[config.mk]
export PLATFORM = sky130hd
export DESIGN_NAME = trwq_ctrl
export DESIGN_NICKNAME = d
export VERILOG_FILES = /design/src/rtl/trwq_pkg.sv /design/src/rtl/trwq_ctrl.sv
export SDC_FILE = /design/constraint.sdc
export NUM_CORES = 1
export LEC_CHECK = 0
export ABC_AREA = 1
export BUFFER_PORTS_ARGS = -buffer_cell sky130_fd_sc_hd__buf_4
export CAP_MARGIN = 20
export CORE_AREA = 2 2 39 41
export DETAILED_ROUTE_END_ITERATION = 6
export DIE_AREA = 0 0 41 43
export SLEW_MARGIN = 0
export SYNTH_ARGS = -nofsm -noshare
export SYNTH_HDL_FRONTEND = slang
export SYNTH_SLANG_ARGS = --single-unit
[constraint.sdc]
create_clock -name clock -period 1.6 [get_ports clock]
set_clock_uncertainty 0.05 [all_clocks]
set_input_delay 0.08 -clock clock [delete_from_list [all_inputs] [get_ports clock]]
set_output_delay 0.08 -clock clock [all_outputs]
set_load 0.02 [all_outputs]
[src/rtl/trwq_pkg.sv]
`default_nettype none
// ----------------------------------------------------------------------------
// Timestamped register-write queue package
// Shared constants, operation codes, controller states and the command and
// status words that pass between the controller and the datapath.
// ----------------------------------------------------------------------------
package trwq_pkg;

   // Ring geometry. One slot is always kept spare.
   localparam int QUEUE_DEPTH = 4096;
   localparam int INDEX_WIDTH = $clog2(QUEUE_DEPTH);
   localparam logic [INDEX_WIDTH-1:0] LAST_INDEX = INDEX_WIDTH'(QUEUE_DEPTH - 1);

   // Field widths.
   localparam int TIME_WIDTH = 32;
   localparam int BYTE_WIDTH = 8;

   // An entry is due when the elapsed time is below half the clock range.
   localparam logic [TIME_WIDTH-1:0] DUE_LIMIT = 32'h8000_0000;

   // Command codes of an input word.
   typedef enum logic [1:0] {
      OP_TICK  = 2'd0,
      OP_PUSH  = 2'd1,
      OP_DRAIN = 2'd2,
      OP_CLEAR = 2'd3
   } op_type;

   // Controller states.
   typedef enum logic {
      ST_IDLE,
      ST_EXEC
   } state_type;

   // One stored event.
   typedef struct packed {
      logic [TIME_WIDTH-1:0] stamp;
      logic [BYTE_WIDTH-1:0] chip;
      logic [BYTE_WIDTH-1:0] register_address;
      logic [BYTE_WIDTH-1:0] value;
   } entry_type;

   localparam int ENTRY_WIDTH = $bits(entry_type);

   // Commands from the controller to the datapath.
   typedef struct packed {
      logic capture;
      logic tick;
      logic push;
      logic drain;
      logic clear;
      logic respond;
   } ctrl_cmd_type;

   // Status from the datapath to the controller.
   typedef struct packed {
      op_type op;
      logic   full;
      logic   empty;
      logic   due;
   } dp_status_type;

endpackage
`default_nettype wire

[src/rtl/trwq_ctrl.sv]
`default_nettype none
// ----------------------------------------------------------------------------
// Queue controller
// Takes a command word when idle, then executes it in the execute state and
// tells the datapath which update to apply.
// ----------------------------------------------------------------------------
module trwq_ctrl (
   input  logic                   clock,
   input  logic                   reset,
   input  logic                   start,
   output logic                   busy,
   input  trwq_pkg::dp_status_type status,
   output trwq_pkg::ctrl_cmd_type  cmd
);
   import trwq_pkg::*;

   state_type state_ff;
   state_type state_in;

   // State register.
   always_ff @(posedge clock) begin
      if (reset) begin
         state_ff <= ST_IDLE;
      end else begin
         state_ff <= state_in;
      end
   end

   // Next state: every word passes through the execute state and returns to idle.
   always_comb begin
      state_in = state_ff;
      case (state_ff)
         ST_IDLE: begin
            if (start) begin
               state_in = ST_EXEC;
            end
         end
         ST_EXEC: begin
            state_in = ST_IDLE;
         end
         default: begin
            state_in = ST_IDLE;
         end
      endcase
   end

   // Outputs: decode the held command against the ring status.
   always_comb begin
      cmd  = '0;
      busy = 1'b0;
      case (state_ff)
         ST_IDLE: begin
            cmd.capture = start;
         end
         ST_EXEC: begin
            busy        = 1'b1;
            cmd.respond = 1'b1;
            case (status.op)
               OP_TICK:  cmd.tick  = 1'b1;
               OP_PUSH:  cmd.push  = !status.full;
               OP_DRAIN: cmd.drain = !status.empty && status.due;
               OP_CLEAR: cmd.clear = 1'b1;
               default:  cmd.tick  = 1'b0;
            endcase
         end
         default: begin
            busy = 1'b0;
         end
      endcase
   end

endmodule
`default_nettype wire

Word level (Yosys, flattened, before mapping). Cells that the tools add are included. Widths: inputs -> output; s select.

Bits in registers: 1. Bits in latches: 0. Bits in writable memories: 0. ROM bits: 0. Input bits: 8. Word-level logic and storage cells: 18. Memories kept: 0.

$add $sub $neg: 0. Multipliers: 0. Div/mod/pow operators: 0. Magnitude comparators: 0. Equality and inequality tests: 3. Shift operators: 0. Multiplexer cells: 9. Bitwise gates (word level): 1. Reductions and logical operators: 4.

Operators with widths (number): $mux 1 (7); $mux 5 (1); $eq 2x2->1 const B (2); $eq 2x1->1 const B (1); $logic_not 1->1 (2); $logic_not 2->1 (1); $pmux 1 s2 (1); $logic_and 1x1->1 (1); $not 1->1 (1).

Logic depth before layout (Yosys ltp). Gate-level depths: netlist (run 1).

Depth in word-level cells: 4. Gate-level depth with buffers: 3. Depth with buffers taken out: 3.

Worst setup path before layout (run 1). OpenSTA, ideal clock, no wires.

Kind: register to output. Start: reg state_ff. End: out cmd[1] (netlist bit). Arrival time: 0.925 ns. Path slack: 0.545 ns. Cell stages (with the launch flop): 3. Buffers on the path: 0. Cell sequence: dfxtp_1 nand2_1 nor2_1.

RTL lines: start, declared (line trwq_ctrl.sv:17) `state_type state_ff;`; start signal, assigned (line trwq_ctrl.sv:25) `state_ff <= state_in;`; end, declared (line trwq_ctrl.sv:13) `output trwq_pkg::ctrl_cmd_type cmd`.

==> results of run 1 <==
Yosys cell counts:
cell,n,area share
sky130_fd_sc_hd__nor3_1,1,0.052
sky130_fd_sc_hd__nor2_1,4,0.16
sky130_fd_sc_hd__nand2_1,3,0.12
sky130_fd_sc_hd__nor3_2,1,0.10
sky130_fd_sc_hd__inv_1,4,0.16
sky130_fd_sc_hd__buf_4,2,0.16
sky130_fd_sc_hd__dfxtp_1,1,0.21
sky130_fd_sc_hd__nand3_1,1,0.052
where the power goes:
| group | internal [mW] | switching (mW) |
|---|---|---|
| Sequential | 0.0269 | 0.00262 |
| Clock | 0 | 0 |
| Combinational | 0.0212 | 0.0181 |
cell families after synthesis:
group	after synthesis	share of synthesized area
buffers and inverters	6	0.312
DFF	1	0.208
and+or+nand+nor	10	0.480
per-layer routing:
| layer | vias to the layer above | wire (µm) | global-route usage |
|---|---|---|---|
| met5 | - | 0 | 0 |
| met4 | 0 | 0 | 0 |
| met3 | 0 | 65 | 0.00524 |
| met2 | 15 | 117 | 0.0750 |
| met1 | 56 | 88 | 0.0159 |
| li1 | 72 | - | - |
per-stage QoR:
step / hold slack [ns] / setup slack, ns / cells / total power, mW
floorplan: 0.107 / 0.545 / 17 / 0.0483
global placement: 0.192 / 0.660 / 45 / 0.0691
detailed placement: 0.194 / 0.616 / 45 / 0.0696
CTS: 0.194 / 0.617 / 45 / 0.0697
global route: 0.210 / 0.561 / 45 / 0.0731
finish: 0.193 / 0.654 / 45 / 0.0689
worst max-delay path by stage:
stage / startpoint / to / slack (ns) / cells after the start
2_1_floorplan: state_ff$_SDFF_PP0_ / cmd[1] / 0.54 / 2
5_1_grt: state_ff$_SDFF_PP0_ / cmd[3] / 0.56 / 3
3_3_place_gp: state_ff$_SDFF_PP0_ / cmd[3] / 0.66 / 3
3_5_place_dp: state_ff$_SDFF_PP0_ / cmd[3] / 0.62 / 3
4_1_cts: state_ff$_SDFF_PP0_ / cmd[3] / 0.62 / 3
6_report: state_ff$_SDFF_PP0_ / cmd[3] / 0.65 / 3
area by class of cell:
cell class | count | area (µm²) | share of cell area
Sequential cell | 1 | 20.0 | 0.0970
Inverter | 4 | 15.0 | 0.0727
Multi-Input combinational cell | 10 | 46.3 | 0.224
Tap cell | 16 | 20.0 | 0.0970
Timing Repair Buffer | 14 | 105 | 0.509
critical path, cell delays in order (launching register included):
cell                      delay (ns)
sky130_fd_sc_hd__dfxtp_1        0.42
sky130_fd_sc_hd__nand2_1        0.12
sky130_fd_sc_hd__nor3_2         0.11
sky130_fd_sc_hd__buf_4          0.16
==> out/metrics.sh, run 1 <==
WORSTPATHREQUIRED_NS=1.47
DIEAREA_UM2=1760
GLOBAL_ROUTE_WIRE_LENGTH_BEFORE_REPAIR_UM=400
POWERDENSITY_nW_PER_UM2=334
HOLDBUFCOUNTCTS=0
FINAL.MIN_CLOCK_PERIOD_NS=0.946
SYNTH.NET_COUNT=25
MAX-SLEW-MARGIN-REL=0.845
SYNTHESIS.YOSYS.WARNINGS=0
CRITICAL_PATH.ENDPOINT_TYPE='output port'
VIAS_PER_CELL=3.18
TIMING.HOLD.WORST.CLASS='in -> reg'
DRV_SLEW=0
CORE.ROWCOUNT=14
DRT_FIRST_PASS_ITERS=1
AREA.GROWTH.SYNTH_TO_FINAL_PCT=114
IR_DROP_mV=0.150
DR_TOTAL_VIAS=143
SYNTHDISTINCTLIBCELLS=8
GLOBAL_ROUTE.OVERFLOW_TOTAL=0
CTS_RESIZED=0
MAXCLOCKFREQUENCY_MHz=1060
POWER.STATIC_LEAKAGE_nW=0.116
GRT_ANTENNA_BEFORE_REPAIR=0
WORSTHOLDPATHCELLS=2
DRIVE_GT1_FRAC=0.517
R2R.WORST_PATH.CELLS=1
SYNTH.YOSYS.SEQ_AREA_SHARE=0.208
HPWL_UM=255
R2R_END='state_ff$_SDFF_PP0_'
HOLD_PATH_END='state_ff$_SDFF_PP0_'
NUMBER_OF_GLOBAL_ROUTE_VIAS_BEFORE_REPAIR=135
CTS.CLK_SLEW.WORST_PATHS_NS=0
FINAL-HOLD-VIOLATION-COUNT=0
POST_SYNTH_INSTANCE_AREA_UM2=96.3
FINAL_ANTENNA_NET_COUNT=0
PLACED_CELL_AREA_UM2=206
INITIAL_UTILIZATION=0.0696
FINAL.FILL_COUNT=157
WORST_EP_ARRIVAL_TIME_NS=0.82
RSZ0062_AT_GRT='no'
DRT_ITER0_DRC=0
GRT_USE_TOTAL=0.0300
FINALSETUPTNS_NS=0
POSTCTSSETUPREPAIRBUFS=0
DRCVIOLATIONCOUNT=0
CRITICAL_PATH.MAX_FANOUT=7
FP.DIEH_UM=43
FINALWIRELENGTH_UM=272
CORE_UM2=1380
PORT-BUFFER-COUNT=14
CRIT-REG2REG-LAUNCH='state_ff$_SDFF_PP0_'
DETAILED_ROUTE_WIRE_LENGTH_PER_CELL_UM=6.04
PLACE.GP.CONGESTION=0.556
DIE_WIDTH_UM=41
FIN_UTIL=0.149
SYNTH.AVG_CELL_AREA_UM2=5.67
LAYOUT.CELL_AREA.NON_FILLER_UM2=206
HP-START='reset'
LAYOUT.CELLS.MOST_COMMON_LIST='14 x sky130_fd_sc_hd__buf_4, 4 x sky130_fd_sc_hd__inv_1, 4 x sky130_fd_sc_hd__nor2_1, 3 x sky130_fd_sc_hd__nand2_1'
MAX-CAP-VIOLATIONS=0
LARGEST-REGISTER='state_ff'
WORSTSETUPSTARTPOINTTYPE='flip-flop'
YS_SEQ_ELEMENTS=1
NUM_ANTENNA_CELLS=0
LARGEST_REG_FLOPS=1
GRT_START_MAX_NET_PINS=8
LAYOUT.NETS=39
PERIOD_UTILISATION_LAYOUT=0.591
LARGEST_REGISTERS='state_ff (1)'
R2R_SLACK_NS=0.91
IOPINCOUNT=15
FINAL_SETUP_FAILS=0
WORST-SLEW-PIN-TRANSITION_NS=0.232
FINAL_COMMON_CELL='sky130_fd_sc_hd__buf_4'
CRIT_PATH_CLASS='reg -> out'
INSERTION_DELAY_NS=0
SYNTHCELLS=17
OUTCOME='finished clean'
No activity file was read; power rests on OpenSTA's default activity.
==> inputs of run 2 (changes only) <==
==> constraint.sdc (replaced) <==
create_clock -name clock -period 0.8 [get_ports clock]
set_clock_uncertainty 0.05 [all_clocks]
set_input_delay 0.04 -clock clock [delete_from_list [all_inputs] [get_ports clock]]
set_output_delay 0.04 -clock clock [all_outputs]
set_load 0.02 [all_outputs]
==> run 2 against run 1 <==
Effect of this change: utilization grew 4.6 points; register-to-register slack worse by 0.88 ns; power is 140% higher; final cell count rose by 4.4%; critical path depth shrank 1; combinational power rose to 2.7 times the previous value; hold slack worse by 0.045 ns; flip-flop and latch count unchanged; routed wire length rose by 5.5%.
==> out/metrics.sh, run 2 (synthesis results as in run 1) <==
R2R_END='state_ff$_SDFF_PP0_'
GRT_START_MAX_NET_PINS=6
MAX_STAGE_DELAY_NS=0.34
HOLDBUFCOUNTCTS=0
FINAL_SETUP_FAILS=0
POWERDENSITY_nW_PER_UM2=612
PORT-BUFFER-COUNT=14
AREA_OCCUPIED_BY_MULTI_INPUT_GATES_UM2=80.1
FINAL.HOLD.WORST_SLACK_NS=0.147
CRITICAL_PATH.ENDPOINT_TYPE='flip-flop'
CRIT_PATH_TOP_DELAY_CELL='sky130_fd_sc_hd__dfxtp_4'
FP.DIEH_UM=43
NUMBER_OF_GLOBAL_ROUTE_VIAS_BEFORE_REPAIR=120
DRT_FIRST_PASS_ITERS=2
OUTCOME='finished clean'
CRITICAL_PATH.STARTPOINT='state_ff$_SDFF_PP0_'
DIEAREA_UM2=1760
FINAL.FILL_COUNT=163
GRT_USE_TOTAL=0.0310
WORSTPATHREQUIRED_NS=0.67
CRIT-REG2REG-LAUNCH='state_ff$_SDFF_PP0_'
VIAS_PER_CELL=3.13
CORE.ROWCOUNT=14
DR_TOTAL_VIAS=147
WORSTSETUPSTARTPOINTTYPE='flip-flop'
IOPINCOUNT=15
WORST_EP_ARRIVAL_TIME_NS=0.64
FINAL.MIN_CLOCK_PERIOD_NS=0.768
LAYOUT.AREA.SEQ_UM2=23.8
MAX-CAP-VIOLATIONS=0
HOLD_PATH_END='state_ff$_SDFF_PP0_'
WORSTHOLDPATHCELLS=2
FINAL-HOLD-VIOLATION-COUNT=0
RSZ0062_AT_GRT='yes'
LAYOUT.CELLS.MOST_COMMON_LIST='13 x sky130_fd_sc_hd__buf_4, 4 x sky130_fd_sc_hd__inv_1, 3 x sky130_fd_sc_hd__nor2_2, 3 x sky130_fd_sc_hd__buf_6, 2 x sky130_fd_sc_hd__nand2_1'
TIMING.HOLD.WORST.CLASS='in -> reg'
INSERTION_DELAY_NS=0
CORE_UM2=1380
GLOBAL_ROUTE_WIRE_LENGTH_BEFORE_REPAIR_UM=420
GRT_ANTENNA_BEFORE_REPAIR=0
CRIT_PATH_CLASS='reg -> reg'
FINAL_ANTENNA_NET_COUNT=0
DRCVIOLATIONCOUNT=0
PLACE.GP.CONGESTION=0.487
DRV_SLEW=0
FINAL_COMMON_CELL='sky130_fd_sc_hd__buf_4'
NUM_ANTENNA_CELLS=0
TIMING.CRITICAL_PATH.BUF_INV=1
CRITICAL_PATH.MAX_FANOUT=5
CTS.CLK_SLEW.WORST_PATHS_NS=0
R2R.WORST_PATH.CELLS=2
LAYOUT.NETS=41
MAXCLOCKFREQUENCY_MHz=1300
HP-START='reset'
PERIOD_UTILISATION_LAYOUT=0.960
WORST-SLEW-PIN-TRANSITION_NS=0.130
POWER.STATIC_LEAKAGE_nW=0.141
R2R_SLACK_NS=0.03
CRITICAL_PATH.CELL_CHAIN='buf_4 -> nor3_2'
FINALSETUPTNS_NS=0
INITIAL_UTILIZATION=0.0696
LARGEST-REGISTER='state_ff'
DRT_ITER0_DRC=2
DETAILED_ROUTE_WIRE_LENGTH_PER_CELL_UM=6.11
CRIT_FAMILY='flip-flops'
DIE_WIDTH_UM=41
MAX-SLEW-MARGIN-REL=0.913
IR_DROP_mV=0.145
DRIVE_GT1_FRAC=0.774
LARGEST_REGISTERS='state_ff (1)'
HPWL_UM=261
FINALWIRELENGTH_UM=287
LARGEST_REG_FLOPS=1
GLOBAL_ROUTE.OVERFLOW_TOTAL=0
AREA.GROWTH.SYNTH_TO_FINAL_PCT=181
run 2: worst reg2reg max path, cell delays in order, from the launching register on:
cell                      delay [ns]
sky130_fd_sc_hd__dfxtp_4        0.34
sky130_fd_sc_hd__buf_4          0.15
sky130_fd_sc_hd__nor3_2         0.15
run 2: area by class of cell:
cell class,count,share of cell area
well taps,16,0.0741
flip-flops and latches,1,0.0880
multi-input cells,10,0.296
repair buffers,16,0.486
inverters,4,0.0556
run 2: repair_timing:
action,in CTS,in global routing
buffers inserted,1,0
pin swaps,1,1
endpoints found under the setup margin,2,3
gates resized for setup,4,2
run 2: worst max-delay path by stage:
stage                     slack [ns]             endpoint  cells past startpoint
after floorplan                -0.03               cmd[3]                      2
after global placement         -0.04               cmd[3]                      3
after detailed placement       -0.04               cmd[3]                      3
after CTS                      0.009               cmd[5]                      3
after global routing          -0.006               cmd[5]                      3
final                           0.03  state_ff$_SDFF_PP0_                      2
run 2: metal layers:
metal | wire [µm] | share of wire | global-route usage
met5 | 0 | 0 | 0
met4 | 0 | 0 | 0
met2 | 167 | 0.58 | 0.0656
met1 | 82 | 0.29 | 0.0317
met3 | 37 | 0.13 | 0
run 2: metrics by stage:
step	worst slack, ns	total power [mW]	instances	area (µm²)	util
2_1_floorplan	-0.0298	0.102	17	121	-
3_3_place_gp	-0.0359	0.151	46	239	0.173
3_5_place_dp	-0.0385	0.152	46	239	0.173
4_1_cts	0.00917	0.164	47	262	0.189
5_1_grt	-0.00603	0.176	47	270	0.195
6_report	0.0322	0.165	47	270	0.195
run 2: report_power, final:
group | internal, mW | switching (mW) | total [mW]
Combinational | 0.0571 | 0.0504 | 0.108
Clock | 0 | 0 | 0
Sequential | 0.0527 | 0.00504 | 0.0577
Total | 0.110 | 0.0555 | 0.165
